File: src/design/brqs_pkg.sv
// Shared types and codes for the buffer and rate based quality selector.
package brqs_pkg;

  // Request kinds carried in the input tuser field
  localparam logic [1:0] ACT_SAMPLE   = 2'd0;
  localparam logic [1:0] ACT_DECIDE   = 2'd1;
  localparam logic [1:0] ACT_LOAD     = 2'd2;
  localparam logic [1:0] ACT_RESERVED = 2'd3;  // unused, ignored

  // Configuration register indexes
  localparam logic [2:0] CFG_ALPHA     = 3'd0;
  localparam logic [2:0] CFG_SLACK     = 3'd1;
  localparam logic [2:0] CFG_RESERVOIR = 3'd2;
  localparam logic [2:0] CFG_UPPER     = 3'd3;
  localparam logic [2:0] CFG_RUNS      = 3'd4;
  localparam logic [2:0] CFG_LEVELS    = 3'd5;

  // Sequencer states
  typedef enum logic [2:0] {
    ST_IDLE,
    ST_AVG_MUL,
    ST_AVG_SUM,
    ST_LIMIT,
    ST_SWEEP,
    ST_DECIDE
  } state_t;

  // Search token handed from cell to cell along the ladder
  typedef struct packed {
    logic        any;    // some earlier cell was in use
    logic        done1;  // instant bound found
    logic [31:0] phi1;   // instant-rate bound so far
    logic        done2;  // average bound found
    logic [31:0] phi2;   // average-rate bound so far
  } token_t;

endpackage

File: src/design/brqs_cell.sv
// One ladder cell: holds one bitrate entry and advances the bound search token.
module brqs_cell (
  input  logic            clk,
  input  logic            rst,
  input  logic            wr_en,
  input  logic [31:0]     wr_data,
  input  logic            in_use,
  input  logic [47:0]     lim1,
  input  logic [47:0]     lim2,
  input  logic            tok_in_valid,
  input  brqs_pkg::token_t tok_in,
  output logic            tok_out_valid,
  output brqs_pkg::token_t tok_out,
  output logic [31:0]     entry
);

  brqs_pkg::token_t tok_next;
  logic [47:0]      scaled;
  logic             ex1;
  logic             ex2;

  // Ladder entry, no reset: undefined until loaded
  always_ff @(posedge clk) begin
    if (wr_en) begin
      entry <= wr_data;
    end
  end

  // entry * 4096 against the slack-scaled rates
  assign scaled = {4'b0000, entry, 12'h000};
  assign ex1    = scaled > lim1;
  assign ex2    = scaled > lim2;

  // Bound search step
  always_comb begin
    tok_next = tok_in;
    if (in_use) begin
      tok_next.any = 1'b1;
      if (!tok_in.done1) begin
        if (ex1) begin
          tok_next.done1 = 1'b1;
          if (!tok_in.any) begin
            tok_next.phi1 = entry;
          end
        end else begin
          tok_next.phi1 = entry;
        end
      end
      if (!tok_in.done2) begin
        if (ex2) begin
          tok_next.done2 = 1'b1;
          if (!tok_in.any) begin
            tok_next.phi2 = entry;
          end
        end else begin
          tok_next.phi2 = entry;
        end
      end
    end
  end

  // Token valid travels one cell per cycle
  always_ff @(posedge clk) begin
    if (rst) begin
      tok_out_valid <= 1'b0;
    end else begin
      tok_out_valid <= tok_in_valid;
    end
  end

  // Token payload holds once the token has passed
  always_ff @(posedge clk) begin
    if (tok_in_valid) begin
      tok_out <= tok_next;
    end
  end

endmodule

File: config.mk
export PLATFORM = sky130hd
export DESIGN_NAME = brqs_cell
export DESIGN_NICKNAME = d
export VERILOG_FILES = /design/src/design/brqs_pkg.sv /design/src/design/brqs_cell.sv
export SDC_FILE = /design/constraint.sdc
export NUM_CORES = 1
export LEC_CHECK = 0
export ABC_AREA = 1
export BUFFER_PORTS_ARGS = -buffer_cell sky130_fd_sc_hd__buf_2
export CELL_PAD_IN_SITES_DETAIL_PLACEMENT = 0
export CELL_PAD_IN_SITES_GLOBAL_PLACEMENT = 1
export CORE_ASPECT_RATIO = 0.8
export CORE_MARGIN = 5
export CORE_UTILIZATION = 31
export CTS_CLUSTER_SIZE = 20
export DETAILED_ROUTE_END_ITERATION = 10
export PLACE_DENSITY_LB_ADDON = 0.12
export SLEW_MARGIN = 20
export SYNTH_ARGS = -nofsm -noshare
export SYNTH_HDL_FRONTEND = slang
export SYNTH_SLANG_ARGS = --single-unit
File: constraint.sdc
create_clock -name clk -period 1.8 [get_ports clk]
set_input_delay 0.18 -clock clk [delete_from_list [all_inputs] [get_ports clk]]
set_output_delay 0.18 -clock clk [all_outputs]
set_load 0.05 [all_outputs]
==> Word-level counts from Yosys, hierarchy flattened <==
Index checks and enable logic that the tools add are counted.
{ "totals": {"inputBits": 200, "out_inout_bits": 100, "word_cells": 18, "regBits": 100} }
{ "op_classes": {"muxes": 9, "order_cmp": 2} }
{ "ops": {"columns": ["op", "count"], "rows": [
  ["32-bit two-way mux", 4],
  ["44-bit by 48-bit greater-than comparator with 1-bit output", 2],
  ["33-bit two-way mux", 2],
  ["66-bit two-way mux", 1],
  ["1-bit two-way mux", 2]
]} }

==> Logic depth before layout (Yosys ltp) <==
Gate-level depths: netlist (run 1).
{ "logic_depth": {"depth_word": 4, "depth_mapped": 17, "depth_no_buf": 16} }

==> Worst setup path after synthesis (run 1) <==
Ideal clock, no wire load.
{ "synth_path": {"kind": "register to register", "startpoint": "register entry[27]", "endpoint": "register tok_out[12] (netlist name) (data pin)", "path_slack_ns": -0.497, "required_time_ns": 1.546, "stages_incl_launch_ff": 14, "n_path_buf": 1, "synth_period_minus_slack_ns": 2.297, "setup_ns": 0.254, "arrival_ns": 2.043, "cell_sequence": "edfxtp_1 > ha_1 > nand2_1 > nor2_1 > nand3_1 > nor2_1 > nand3_1 > nand2_1 > nor2_1 > nand2_4 > buf_2 > nand3_1 > nand3_1 > nand2_1"} }
{ "synth_lines": {"columns": ["item", "line", "rtl"], "rows": [
  ["start: declaration", "brqs_cell.sv:14", "output logic [31:0] entry"],
  ["start signal: assignment", "brqs_cell.sv:25", "entry <= wr_data;"],
  ["end signal: assignment", "brqs_cell.sv:74", "tok_out <= tok_next;"],
  ["end: declaration", "brqs_cell.sv:13", "output brqs_pkg::token_t tok_out,"]
]} }

==> results.tsv, run 1 <==
metric	value	unit
Post-synth ARST share	0	%
Synth Warn #	0	
placed insts	1563	
area grow syn2layout	67.99	%
Max Root-Sink Buffers	2	
status	finished with violations	
total wire length	29290	µm
Final Cycle Share	129.3	%
Final nets	1608	
Syn Area/Cell	7.698	µm²
critical path startpoint category	flip-flop	
Post-synth EDFFs	99	
die width	178.7	µm
initial antenna violation count	3	
Worst Hold Depth	1	
vias in the first global route	7528	
I/O Buffers	299	
Mapped Cells	917	
Yosys reg bits	100	
PD cells	649.5	nW/µm²
CP Max Fanout	7	
post-synth cell types	25	
row count	49	
Final ANT Viol Nets	0	
Clock Sinks	100	
share of the synthesized area in the top cell type	42.11	%
dominant synthesized flop cell	edfxtp_1	
Core Area	22440	µm²
Setup WS pre-CTS	-0.8283	ns
MaxCap Viol Count	0	
Final Hold Fails	0	
Die ar.	25910	µm²
share of cells above drive strength 1	47.22	%
H-tree depth	3	
post-synthesis sequential area ratio	42.40	%
Clk Latency, worst-skew pair	0.35	ns
first-pass GRT wire length	42440	µm
Synth area leaders	edfxtp_1, nand2_1, ha_1	
grt ovf	0	
CTS root buffer	clkbuf_16	
skew final	0.01399	ns
Final setup viols	66	
clock slew at reported path FFs	0.07	ns
Sw Share	35.09	%
reg-to-reg startpoint	entry[31]	
Hold Path End	entry[1]	
max-slew violations	0	
Hold Crit Class	in2reg	
Routability Congestion	0.8305	
maximum vdd ir drop	0.0005998	V
reg2reg setup slack	-0.53	ns
Final min period	2.328	ns
DR iter-0 viols	420	
Total Routing Usage GR	21.23	%
end of the worst register-to-register path	tok_out[11]	
initial core utilization	31.46	%
Comb pwr share	34.3	%
largest net degree at the start of global routing	54	
die height	145.0	µm
Least-Margin Pin Slew	0.4612	ns
io pins	300	
CTS tree	built	
register share of total power	37.2	%
Worst Path Arrival	2.44	ns
First-pass DRT Iterations	5	
Net Count, Synth	1181	
vias	7793	
fmax	429.6	MHz
fin cells	1656	
crit path capture type	flip-flop	
HPWL reported at the end of detailed placement	20490	µm
failing checks	setup timing	
Hold Crit Start	wr_data[1]	
cell taking the most area after synthesis	edfxtp_1	
Mapped Area	7059	µm²
Leak	5.868	nW
cts bufs inserted	9	
WL per Instance	17.69	µm
Clk pwr share	28.5	%
kind of critical path	reg2reg	
Switching Power	2.703	mW
Pint	5.000	mW
Slew headroom	68.97	%
CP required	1.91	ns
Worst R2R Path Depth	12	
setup ws final	-0.5279	ns
RSZ-0062 raised after global routing	yes	
vias per cell	4.706	
DRC Markers	0	
[logic make-up after synthesis]
| logic type | count (synthesis) | share of synthesized area, % |
|---|---|---|
| buffers and inverters | 161 | 9.429 |
| AO/OA/AOI/OAI | 103 | 7.550 |
| adder cells (fa/ha/maj) | 64 | 11.34 |
| flip-flops | 100 | 42.40 |
| AND/OR/NAND/NOR | 489 | 29.28 |
[how the worst max path moves through the flow]
stage	from	to	slack, ns
finish	entry[31]	tok_out[11]	-0.53
global route	entry[31]	tok_out[11]	-0.68
CTS	entry[19]	tok_out[35]	-0.55
detailed placement	entry[19]	tok_out[35]	-0.83
global placement	entry[19]	tok_out[59]	-0.80
floorplan	entry[27]	tok_out[10]	-0.46
[synthesized netlist by cell type (all sizes together) (3+ instances only)]
library cell,n
nor4,4
inv,120
nand3,136
nand4,3
a21oi,91
nand2,275
nor2,68
clkbuf,24
o21bai,3
buf,17
edfxtp,99
o21ai,5
ha,64
[sequential cells by signal (all words and copies together), names as in the netlist]
| signal | cells |
|---|---|
| entry | 32 |
| tok_out | 67 |
| tok_out_valid | 1 |
[layout by cell type (no fill, tap or decap), types with 2 or more instances in the layout]
master,Yosys,routed
buf_2,10,297
nand2_1,271,195
inv_1,120,120
edfxtp_1,99,99
buf_4,1,86
a21oi_1,91,83
nand3_1,136,71
nand3_2,0,63
nor2_1,66,49
nand2_2,1,48
ha_1,64,47
nand2_4,3,28
dlygate4sd3_1,0,28
buf_6,6,19
ha_4,0,17
clkbuf_16,0,15
buf_12,0,13
nor2_4,0,10
nor2_2,2,9
a21oi_2,0,6
buf_16,0,6
nand2_8,0,4
o21bai_1,3,3
nor4_1,4,3
o21a_1,2,2
o21ai_0,5,2
a21o_1,2,2
nand4_1,2,2
a21oi_4,0,2
o21ai_1,0,2
nand3_4,0,2
bufinv_16,0,2
clkinvlp_4,0,2
buf_8,0,2
[layer usage]
metal	GRT usage [%]	part of all wire [%]	routed length, µm
met1	30.12	45	13300
met4	3.414	0.84	247
met3	5.280	8.1	2381
met2	33.48	46	13350
met5	0	0.061	18
[area by class of cell]
type / count / area [µm²]
fill: 2228 / 10580
multi-input combinational: 656 / 4481
timing repair buffer: 457 / 3232
sequential: 100 / 2993
inverter: 120 / 450.4
tap: 306 / 382.9
clock buffer: 10 / 229.0
clock inverter: 6 / 88.84
antenna: 1 / 2.502
[per-stage QoR]
| step | area, µm² | hold slack, ns | setup TNS [ns] | utilization (%) | total power, mW |
|---|---|---|---|---|---|
| floorplan | 7118 | 0.2512 | -29.61 | - | 4.219 |
| global placement | 9577 | 0.3409 | -42.64 | 42.68 | 5.097 |
| detailed placement | 9577 | 0.3391 | -44.09 | 42.68 | 5.101 |
| CTS | 10780 | 0.002600 | -31.92 | 48.04 | 7.497 |
| global route | 11860 | 0.0002862 | -41.08 | 52.85 | 8.121 |
| finish | 11860 | 0.02089 | -32.02 | 52.85 | 7.703 |
[power groups by stage]
stage          logic (mW)  clock network (mW)  registers, mW
2_1_floorplan       0.722                   0           3.50
3_3_place_gp         2.18                   0           2.92
3_5_place_dp         2.18                   0           2.92
4_1_cts              2.37                2.26           2.86
5_1_grt              2.88                2.36           2.88
6_report             2.64                2.20           2.86
[what timing repair did]
action	CTS	global route
setup buffers	28	13
resized for setup	61	196
endpoints found under the setup margin	66	66
gates cloned	5	6
hold endpoints to repair	28	0
pin swaps	16	94
hold buffers	28	0
[critical path, cell delays in order, from the launching register on]
cell and delay (ns):
edfxtp_1 0.51, ha_4 0.26, a21oi_1 0.14, o21ai_0 0.11, nand2_1 0.15, nand2_2 0.09
nor2_4 0.16, nand2_8 0.14, nand2_8 0.16, clkbuf_16 0.19, nand2_2 0.06, nand3_2 0.05
nand2_1 0.05
Power figures use the tool's default switching activity.
==> run 2: changes to the inputs <==
--- a/config.mk
+++ b/config.mk
@@ -5,16 +5,15 @@
 export SDC_FILE = /design/constraint.sdc
 export NUM_CORES = 1
 export LEC_CHECK = 0
-export ABC_AREA = 1
 export BUFFER_PORTS_ARGS = -buffer_cell sky130_fd_sc_hd__buf_2
 export CELL_PAD_IN_SITES_DETAIL_PLACEMENT = 0
 export CELL_PAD_IN_SITES_GLOBAL_PLACEMENT = 1
-export CORE_ASPECT_RATIO = 0.8
 export CORE_MARGIN = 5
-export CORE_UTILIZATION = 31
+export CORE_UTILIZATION = 32
 export CTS_CLUSTER_SIZE = 20
 export DETAILED_ROUTE_END_ITERATION = 10
 export PLACE_DENSITY_LB_ADDON = 0.12
+export SKIP_CTS_REPAIR_TIMING = 1
 export SLEW_MARGIN = 20
 export SYNTH_ARGS = -nofsm -noshare
 export SYNTH_HDL_FRONTEND = slang
==> run 2 against run 1 <==
Compared with the run above:
- the flow still finishes with violations (setup timing)
- maximum frequency is 17% lower
- routed wire length is 34% lower
- cell count is 35% lower
- core utilization is 1.2 points lower
- combinational power is 15% lower
- non-clock buffer count is 43 lower
- global-route usage is 4.1 points lower
- power is 8.7% lower
- worst hold slack worse by 0.0065 ns
- area after synthesis is 18% lower
- clock power is 12% lower
- clock-buffer cell count stayed put
==> results.tsv, run 2 <==
metric	value	unit	change
status	finished with violations		unchanged
failing checks	setup timing		unchanged
maximum vdd ir drop	0.0004783	V	was 0.0005998 V
crit path capture type	flip-flop		unchanged
Hold Crit Start	wr_data[10]		was wr_data[1]
die width	144.1	µm	was 178.7 µm
Slew headroom	69.77	%	was 68.97%
cell taking the most area after synthesis	edfxtp_1		unchanged
CTS tree	built		unchanged
Synth area leaders	edfxtp_1, ha_1, mux2_4		was edfxtp_1, nand2_1, ha_1
Post-synth ARST share	0	%	unchanged
I/O Buffers	299		unchanged
setup ws final	-1.020	ns	was -0.5279 ns
skew final	0.008813	ns	was 0.01399 ns
cts bufs inserted	9		unchanged
Final Hold Fails	0		unchanged
Post-Synth Simple-Gate Area	6.997	%	was 29.28%
share of cells above drive strength 1	60.17	%	was 47.22%
io pins	300		unchanged
main combinational cell family by area after synthesis	multiplexers		was simple AND/OR/NAND/NOR gates
Die ar.	20780	µm²	was 25910 µm²
Top reg by flops	tok_out		unchanged
MaxCap Viol Count	0		unchanged
highest-count cells in the layout ignoring fill and taps	buf_2, edfxtp_1, buf_4, inv_1, mux2_4		was buf_2, nand2_1, inv_1, edfxtp_1, buf_4
Clk Latency, worst-skew pair	0.35	ns	about the same
count leader, synth	edfxtp_1		was nand2_1
Syn Area/Cell	13.61	µm²	was 7.698 µm²
Core Util, Final	51.63	%	was 52.85%
HPWL reported at the end of detailed placement	15330	µm	was 20490 µm
Final min period	2.820	ns	was 2.328 ns
kind of critical path	reg2reg		unchanged
First-pass DRT Iterations	4		was 5
RSZ-0062 raised after global routing	yes		unchanged
share of the synthesized area in the top cell type	51.63	%	was 42.11%
largest registers	tok_out x67, entry x32, tok_out_valid x1		unchanged
CP required	1.90	ns	was 1.91 ns
Largest register FFs	67		unchanged
design area	9211	µm²	was 11860 µm²
grt ovf	0		unchanged
max-slew violations	0		unchanged
largest net degree at the start of global routing	69		was 54
mux contribution to synthesized area	14.47	%	was 0%
DRC Markers	0		unchanged
Post-synth EDFFs	99		unchanged
fin cells	1076		was 1656
reg-to-reg startpoint	entry[13]		was entry[31]
area grow syn2layout	59.97	%	was 67.99%
Synth Warn #	0		unchanged
Leak	4.491	nW	was 5.868 nW
Mapped Area	5758	µm²	was 7059 µm²
clock slew at reported path FFs	0.07	ns	about the same
Mapped Cells	423		was 917
vias in the first global route	5149		was 7528
Routability Congestion	0.8376		was 0.8305
Final Cycle Share	156.7	%	was 129.3%
Final nets	1106		was 1608
Clock Sinks	100		unchanged
post-synth cell types	44		was 25
placed insts	1016		was 1563
initial antenna violation count	2		was 3
Worst Path Arrival	2.92	ns	was 2.44 ns
Max Root-Sink Buffers	2		unchanged
Compound-Gate Fraction of Synth Area	6.584	%	was 7.551%
DR iter-0 viols	132		was 420
Total Routing Usage GR	17.18	%	was 21.23%
Final ANT Viol Nets	0		unchanged
Least-Margin Pin Slew	0.4534	ns	was 0.4612 ns
Core Area	17840	µm²	was 22440 µm²
initial core utilization	32.27	%	was 31.46%
Hold Crit Class	in2reg		unchanged
row count	49		unchanged
dominant synthesized flop cell	edfxtp_1		unchanged
vias	4969		was 7793
CP Max Fanout	10		was 7
post-synthesis sequential area ratio	51.98	%	was 42.40%
Setup WS pre-CTS	-1.100	ns	was -0.8283 ns
fmax	354.6	MHz	was 429.6 MHz
WL per Instance	17.86	µm	was 17.69 µm
Crit. Startpoint	entry[13]		was entry[31]
die height	144.1	µm	was 145.0 µm
total wire length	19220	µm	was 29290 µm
commonest non-fill, non-tap cell in the layout	buf_2		unchanged
Yosys reg bits	100		unchanged
first-pass GRT wire length	27080	µm	was 42440 µm
Synth Area in Adders	13.91	%	was 11.34%
Cell Area, Placed	8087	µm²	was 9577 µm²
Net Count, Synth	687		was 1181
PD cells	763.7	nW/µm²	was 649.5 nW/µm²
XOR/XNOR share of the synthesized area	0	%	unchanged
vias per cell	4.618		was 4.706
CTS root buffer	clkbuf_16		unchanged
critical path startpoint category	flip-flop		unchanged
H-tree depth	3		unchanged
most instantiated cells after synthesis	edfxtp_1, inv_1, ha_1, mux2_2, mux2_4		was nand2_1, nand3_1, inv_1, edfxtp_1, a21oi_1
Final setup viols	66		unchanged
## run 2: worst max-delay path, cell delays in order, from the launching register on
cell      delay [ns]
edfxtp_1        0.44
ha_1            0.32
nand4_1         0.15
buf_4           0.15
nor2_1          0.04
a221o_1         0.31
o31ai_1         0.19
buf_4           0.15
a41o_4          0.30
buf_12          0.16
mux2_2          0.34
## run 2: layer usage
layer / wire (µm) / track usage [%] / share of wire (%)
met2: 9688 / 29.52 / 50
met4: 325 / 6.333 / 1.7
met3: 1443 / 4.696 / 7.5
met1: 7737 / 20.65 / 40
met5: 20 / 0 / 0.10
## run 2: final cells by class
class	instances	area, µm²
Clock inverter	5	53.80
Sequential cell	100	2993
Multi-Input combinational cell	252	2824
Inverter	65	244.0
Tap cell	229	286.5
Timing Repair Buffer	414	2579
Clock buffer	10	229.0
Fill cell	1608	8630
Antenna cell	1	2.502
## run 2: per-stage QoR
step / hold WS, ns / power [mW] / setup TNS [ns]
after floorplan: 0.2516 / 4.140 / -68.85
after global placement: 0.3393 / 4.895 / -67.75
after detailed placement: 0.3407 / 4.926 / -67.48
after CTS: -0.03819 / 6.881 / -68.48
after global routing: 0.0009546 / 7.391 / -69.68
final: 0.01438 / 7.035 / -62.66
## run 2: kinds of logic (layout without fill, tap and decap cells)
logic type,Yosys count,in the layout
AND/OR/NAND/NOR,70,70
flip-flops,100,100
adder cells (fa/ha/maj),64,64
other,0,1
buffers and inverters,71,494
multiplexers,64,64
AO/OA/AOI/OAI,54,54
## run 2: final timing paths
check	endpoint	slack, ns	depth (start not counted)
max	tok_out[28]	-1.02	10
min	entry[10]	0.01	1
max reg2reg	tok_out[28]	-1.02	10
min reg2reg	tok_out[55]	0.72	2
## run 2: power by group
part           total (mW)  internal, mW  switching (mW)
clock                1.93          1.06           0.863
combinational        2.24         0.960            1.28
sequential           2.86          2.78          0.0805
